[src/crr_pkg.sv]
// Shared constants, stage payload types and sine table for the circle/box hit test.
package crr_pkg;

  localparam int COORD_BITS = 24;             // signed coordinate width
  localparam int ANGLE_BITS = 16;             // angle code width, one turn
  localparam int EXT_BITS   = COORD_BITS - 1; // unsigned size / radius width
  localparam int DIFF_BITS  = COORD_BITS + 1; // center difference
  localparam int TRIG_BITS  = 16;             // signed Q1.14, holds +/-16384
  localparam int PROD_BITS  = DIFF_BITS + TRIG_BITS;
  localparam int SUM_BITS   = PROD_BITS + 1;
  localparam int ROT_SHIFT  = 13;             // Q.(F+14) down to Q.(F+1)
  localparam int LOC_BITS   = SUM_BITS - ROT_SHIFT;
  localparam int RAD_BITS   = COORD_BITS;     // doubled radius
  localparam int SQ_BITS    = 2 * RAD_BITS;
  localparam int LATENCY    = 6;              // accept to strobe, in cycles

  // round(16384*sin(k*pi/128)), k = 0..64
  localparam logic [14:0] QSIN [0:64] = '{
    15'd0,     15'd402,   15'd804,   15'd1205,  15'd1606,  15'd2006,  15'd2404,  15'd2801,
    15'd3196,  15'd3590,  15'd3981,  15'd4370,  15'd4756,  15'd5139,  15'd5520,  15'd5897,
    15'd6270,  15'd6639,  15'd7005,  15'd7366,  15'd7723,  15'd8076,  15'd8423,  15'd8765,
    15'd9102,  15'd9434,  15'd9760,  15'd10080, 15'd10394, 15'd10702, 15'd11003, 15'd11297,
    15'd11585, 15'd11866, 15'd12140, 15'd12406, 15'd12665, 15'd12916, 15'd13160, 15'd13395,
    15'd13623, 15'd13842, 15'd14053, 15'd14256, 15'd14449, 15'd14635, 15'd14811, 15'd14978,
    15'd15137, 15'd15286, 15'd15426, 15'd15557, 15'd15679, 15'd15791, 15'd15893, 15'd15986,
    15'd16069, 15'd16143, 15'd16207, 15'd16261, 15'd16305, 15'd16340, 15'd16364, 15'd16379,
    15'd16384
  };

  typedef struct packed {
    logic signed [DIFF_BITS-1:0] dx;
    logic signed [DIFF_BITS-1:0] dy;
    logic signed [TRIG_BITS-1:0] cosv;
    logic signed [TRIG_BITS-1:0] sinv;
    logic [EXT_BITS-1:0]         hw;
    logic [EXT_BITS-1:0]         hh;
    logic [RAD_BITS-1:0]         rad2;
  } front_t;

  typedef struct packed {
    logic signed [LOC_BITS-1:0] lx;
    logic signed [LOC_BITS-1:0] ly;
    logic [EXT_BITS-1:0]        hw;
    logic [EXT_BITS-1:0]        hh;
    logic [RAD_BITS-1:0]        rad2;
  } local_t;

  // Position within a quarter wave (0..16384) to Q1.14 magnitude, linear interp.
  function automatic logic [14:0] quarter_lookup(input logic [14:0] pos);
    logic [6:0]  idx;
    logic [7:0]  frac;
    logic [14:0] base;
    logic [14:0] upper;
    logic [16:0] prod;
    idx   = pos[14:8];
    frac  = pos[7:0];
    base  = QSIN[7'(idx[5:0])];
    upper = QSIN[7'(idx[5:0]) + 7'd1];
    prod  = 17'(upper - base) * 17'(frac);
    if (idx[6]) return QSIN[64];
    return base + 15'(prod[16:8]);
  endfunction

  // 16-bit phase of one full turn to signed Q1.14 sine.
  function automatic logic signed [TRIG_BITS-1:0] sine16(input logic [15:0] phase);
    logic [14:0]                 pos;
    logic signed [TRIG_BITS-1:0] mag;
    pos = phase[14] ? 15'(15'd16384 - {1'b0, phase[13:0]}) : {1'b0, phase[13:0]};
    mag = TRIG_BITS'(quarter_lookup(pos));
    return phase[15] ? -mag : mag;
  endfunction

endpackage

[src/crr_rotate.sv]
// Stages 2-3: rotate the difference by the negative angle and round to Q.(F+1).
module crr_rotate import crr_pkg::*; (
  input  logic   clk,
  input  logic   rst_n,
  input  logic   front_valid,
  input  front_t front,
  output logic   loc_valid,
  output local_t loc
);

  localparam logic signed [SUM_BITS-1:0] ROUND_BIAS = SUM_BITS'(1) << (ROT_SHIFT - 1);

  logic                        mul_valid_r;
  logic signed [PROD_BITS-1:0] xc_r, ys_r, yc_r, xs_r;
  logic [EXT_BITS-1:0]         hw_r, hh_r;
  logic [RAD_BITS-1:0]         rad2_r;

  logic                        loc_valid_r;
  local_t                      loc_r;
  local_t                      loc_nxt;
  logic signed [SUM_BITS-1:0]  sum_x, sum_y;

  // upper bits of the biased sum: floor shift, ties toward plus infinity
  always_comb begin
    sum_x        = SUM_BITS'(xc_r) + SUM_BITS'(ys_r) + ROUND_BIAS;
    sum_y        = SUM_BITS'(yc_r) - SUM_BITS'(xs_r) + ROUND_BIAS;
    loc_nxt.lx   = sum_x[SUM_BITS-1:ROT_SHIFT];
    loc_nxt.ly   = sum_y[SUM_BITS-1:ROT_SHIFT];
    loc_nxt.hw   = hw_r;
    loc_nxt.hh   = hh_r;
    loc_nxt.rad2 = rad2_r;
  end

  always_ff @(posedge clk) begin
    if (!rst_n) begin
      mul_valid_r <= 1'b0;
      loc_valid_r <= 1'b0;
    end else begin
      mul_valid_r <= front_valid;
      loc_valid_r <= mul_valid_r;
    end
    xc_r   <= front.dx * front.cosv;
    ys_r   <= front.dy * front.sinv;
    yc_r   <= front.dy * front.cosv;
    xs_r   <= front.dx * front.sinv;
    hw_r   <= front.hw;
    hh_r   <= front.hh;
    rad2_r <= front.rad2;
    loc_r  <= loc_nxt;
  end

  assign loc_valid = loc_valid_r;
  assign loc       = loc_r;

endmodule

[config.mk]
export PLATFORM = sky130hd
export DESIGN_NAME = crr_rotate
export DESIGN_NICKNAME = d
export VERILOG_FILES = /design/src/crr_pkg.sv /design/src/crr_rotate.sv
export SDC_FILE = /design/constraint.sdc
export NUM_CORES = 2
export LEC_CHECK = 0
export BUFFER_PORTS_ARGS = -buffer_cell sky130_fd_sc_hd__clkbuf_2
export CORE_MARGIN = 4
export CORE_UTILIZATION = 55
export DETAILED_ROUTE_END_ITERATION = 16
export PLACE_DENSITY = 0.75
export SLEW_MARGIN = 20
export SYNTH_ARGS = -nofsm -noshare
export SYNTH_HDL_FRONTEND = slang
export SYNTH_SLANG_ARGS = --single-unit
export TNS_END_PERCENT = 10
[constraint.sdc]
create_clock -name clk -period 8 [get_ports clk]
set_clock_uncertainty 0.15 [all_clocks]
set_input_delay 1.6 -clock clk [delete_from_list [all_inputs] [get_ports clk]]
set_output_delay 1.6 -clock clk [all_outputs]
set_load 0.1 [all_outputs]
==> impl_metrics.ini <==
[logic_synthesis]
synth_top_family_by_area = adder cells
synth_fa_ha_area_share_pct = 55.7
synth_area_leaders = fa_1 (45%), dfxtp_1 (11%), ha_1 (10%), inv_1 (10%), and2_1 (6.0%)
yosysTopAreaCell = fa_1
synth_seq_area_share_pct = 10.7
synth-edff-count = 0
synth.distinct_cells = 64
synth_mux_area_share_pct = 0.0165
avgSynthCellArea_um2 = 9.29
synth_flop_cell = dfxtp_1
synth_xor_area_share_pct = 2.82
synth_nets = 9616
postSynth.asyncResetShare_pct = 0
synth_area_um2 = 68300
yosysWarnings = 0
yosys.area_share.simple_pct = 13.8
yosys.area.top_type_share_pct = 45.5
ys_ff_latch = 364
synth_compound_gate_area_share_pct = 5.03
synthCells = 7351

[min_path]
hold_path_class = reg2reg

[sta]
finalCriticalPeriod_ns = 7.71
worstMarginPinSlew_ns = 0.810
max_freq_mhz = 130
setup_viol = 0
relSlewSlack_pct = 46.0
slew_violations = 0
rsz0062_at_grt = false
hold_viol = 0
fin_crit_sh_pct = 96.4
fin_hold_ws_ns = 0.173
fin_ws_ns = 0.291

[grt]
grt_pass1_vias = 54800
overflow = 0
antenna_found_initial = 7
grt_max_degree = 51
track_usage_pct = 27.4
grt_pass1_wl_um = 284000

[die]
rows = 129
core-area_um2 = 123000
die-area_um2 = 130000
initial_utilization_pct = 55.3
fp.dieH_um = 360
dieWidth_um = 360
ios = 284

[clock_tree]
clk_latency_ns = 0.65
htreeDepth = 2
numCtsBuffers = 45
cts-root-buf = clkbuf_16
postCtsHoldBufs = 0
cts_tree = yes
clk_pin_slew_ns = 0.06
clock_path_buffers = 3
cts_sinks = 364

[setup_path]
critPathTopFamily = adder cells
slowest_stage = fa_1
worstPathMaxFanout = 26
crit_required_ns = 8.37
crit_path_frequent_cell = fa_1
path_class = in2reg
cp-start-kind = input port
crit_buf_inv = 7
arrival_ns = 8.08
end_kind = flip-flop
cpPeakStageDelay_ns = 0.57

[placement]
io_buffer_count = 283
gp_congestion = 0.952
place_ws_ns = -0.287
hpwl_um = 144000

[layout]
seqCellArea_um2 = 7290
mostFrequentLayoutCells = inv_1 (1,849), fa_1 (1,552), nand2_1 (933)
nFillCells = 10300
nets = 10100
multi_input_area_um2 = 52900
final_common_cell = inv_1
area_growth_pct = 12.0
layout-drive-gt1-share_pct = 10.9

[detailed_routing]
vias = 50300
drtIter0Drc = 3546
dr.pass1.iters = 7
wire_per_inst_um = 18.1
vias_per_cell = 5.28
drt-total-wl_um = 172000
drtAntennaViolNets = 0
drc = 0

[run_status]
status = complete, no violations

[job]
maxCapViolations = 0
[per-stage QoR]
step	area [um2]	setup TNS, ns	cells	utilization (%)
after global routing	76500	0	9512	62.0
after floorplan	68300	0	7351	-
after detailed placement	74900	-2.74	9423	60.7
after global placement	74900	-0.884	9423	60.7
after CTS	76500	0	9507	61.9
final	76500	0	9515	62.0
[per-layer routing]
| layer | track usage (%) | up-vias | share of wire [%] |
|---|---|---|---|
| met2 | 45.1 | 2019 | 47 |
| met4 | 14.4 | 2 | 6.4 |
| met1 | 35.3 | 25400 | 38 |
| met5 | 0 | - | 0.0081 |
| li1 | - | 22400 | - |
| met3 | 4.38 | 459 | 7.8 |
[worst paths after layout]
check                        start          endpoint  slack [ns]  cells past startpoint
hold reg to reg   hw_r[18]$_DFF_P_   loc[65]$_DFF_P_        0.17                      0
hold / removal    hw_r[18]$_DFF_P_   loc[65]$_DFF_P_        0.17                      0
setup / recovery         front[87]  yc_r[35]$_DFF_P_        0.29                     25
setup reg to reg  xs_r[10]$_DFF_P_   loc[93]$_DFF_P_        4.07                     12
[cell usage after synthesis (18+ instances only)]
cell type,instances
xor2_1,61
fa_1,1552
nor2_1,179
o21a_1,21
and2_1,656
nand2_1,933
a31oi_1,24
and3_1,23
o211ai_1,18
o21bai_1,28
nand2b_1,40
a21oi_1,155
nor3_1,37
dfxtp_1,364
nand3_1,33
ha_1,558
inv_1,1849
xnor2_1,159
clkbuf_1,318
a21o_1,101
o21ai_0,84
[registers in the layout, summed over array words and instances, names as in the netlist]
| register | flops |
|---|---|
| loc | 128 |
| xc_r | 41 |
| loc_valid | 1 |
| hw_r | 23 |
| mul_valid_r | 1 |
| yc_r | 41 |
| ys_r | 41 |
| hh_r | 23 |
| rad2_r | 24 |
| xs_r | 41 |
[worst register-to-register path: stages (launching register included)]
cell	delay (ns)
dfxtp_1	0.35
inv_1	0.05
ha_1	0.28
ha_1	0.32
o2111ai_1	0.13
nor4_1	0.63
o311ai_2	0.20
a31oi_1	0.61
o211a_1	0.31
o21ai_0	0.19
a21oi_1	0.32
or2_2	0.19
xor2_1	0.16
[area by class of cell]
type	count	area share, %
antenna	8	0.0262
clock buffer	60	1.68
clock inverter	24	0.410
inverter	1849	9.07
multi-input combinational	4819	69.1
sequential	364	9.52
tap	1637	2.68
timing repair buffer	754	7.50
[repair_timing]
| action | CTS | global route |
|---|---|---|
| setup buffers | 0 | 0 |
| resized for setup | 0 | 2 |
| endpoints found under the setup margin | 0 | 3 |
[cells by family (layout without fill, tap and decap cells)]
family	Yosys count	after routing
compound gates	525	525
xor+xnor	220	220
fa+ha+maj	2110	2110
buf+inv	2168	2687
flops	364	364
mux	1	1
other cells	0	8
simple gates	1963	1963
Power is not shown: default switching activity piles up to over one toggle a cycle in this logic, so the estimate is an artifact.
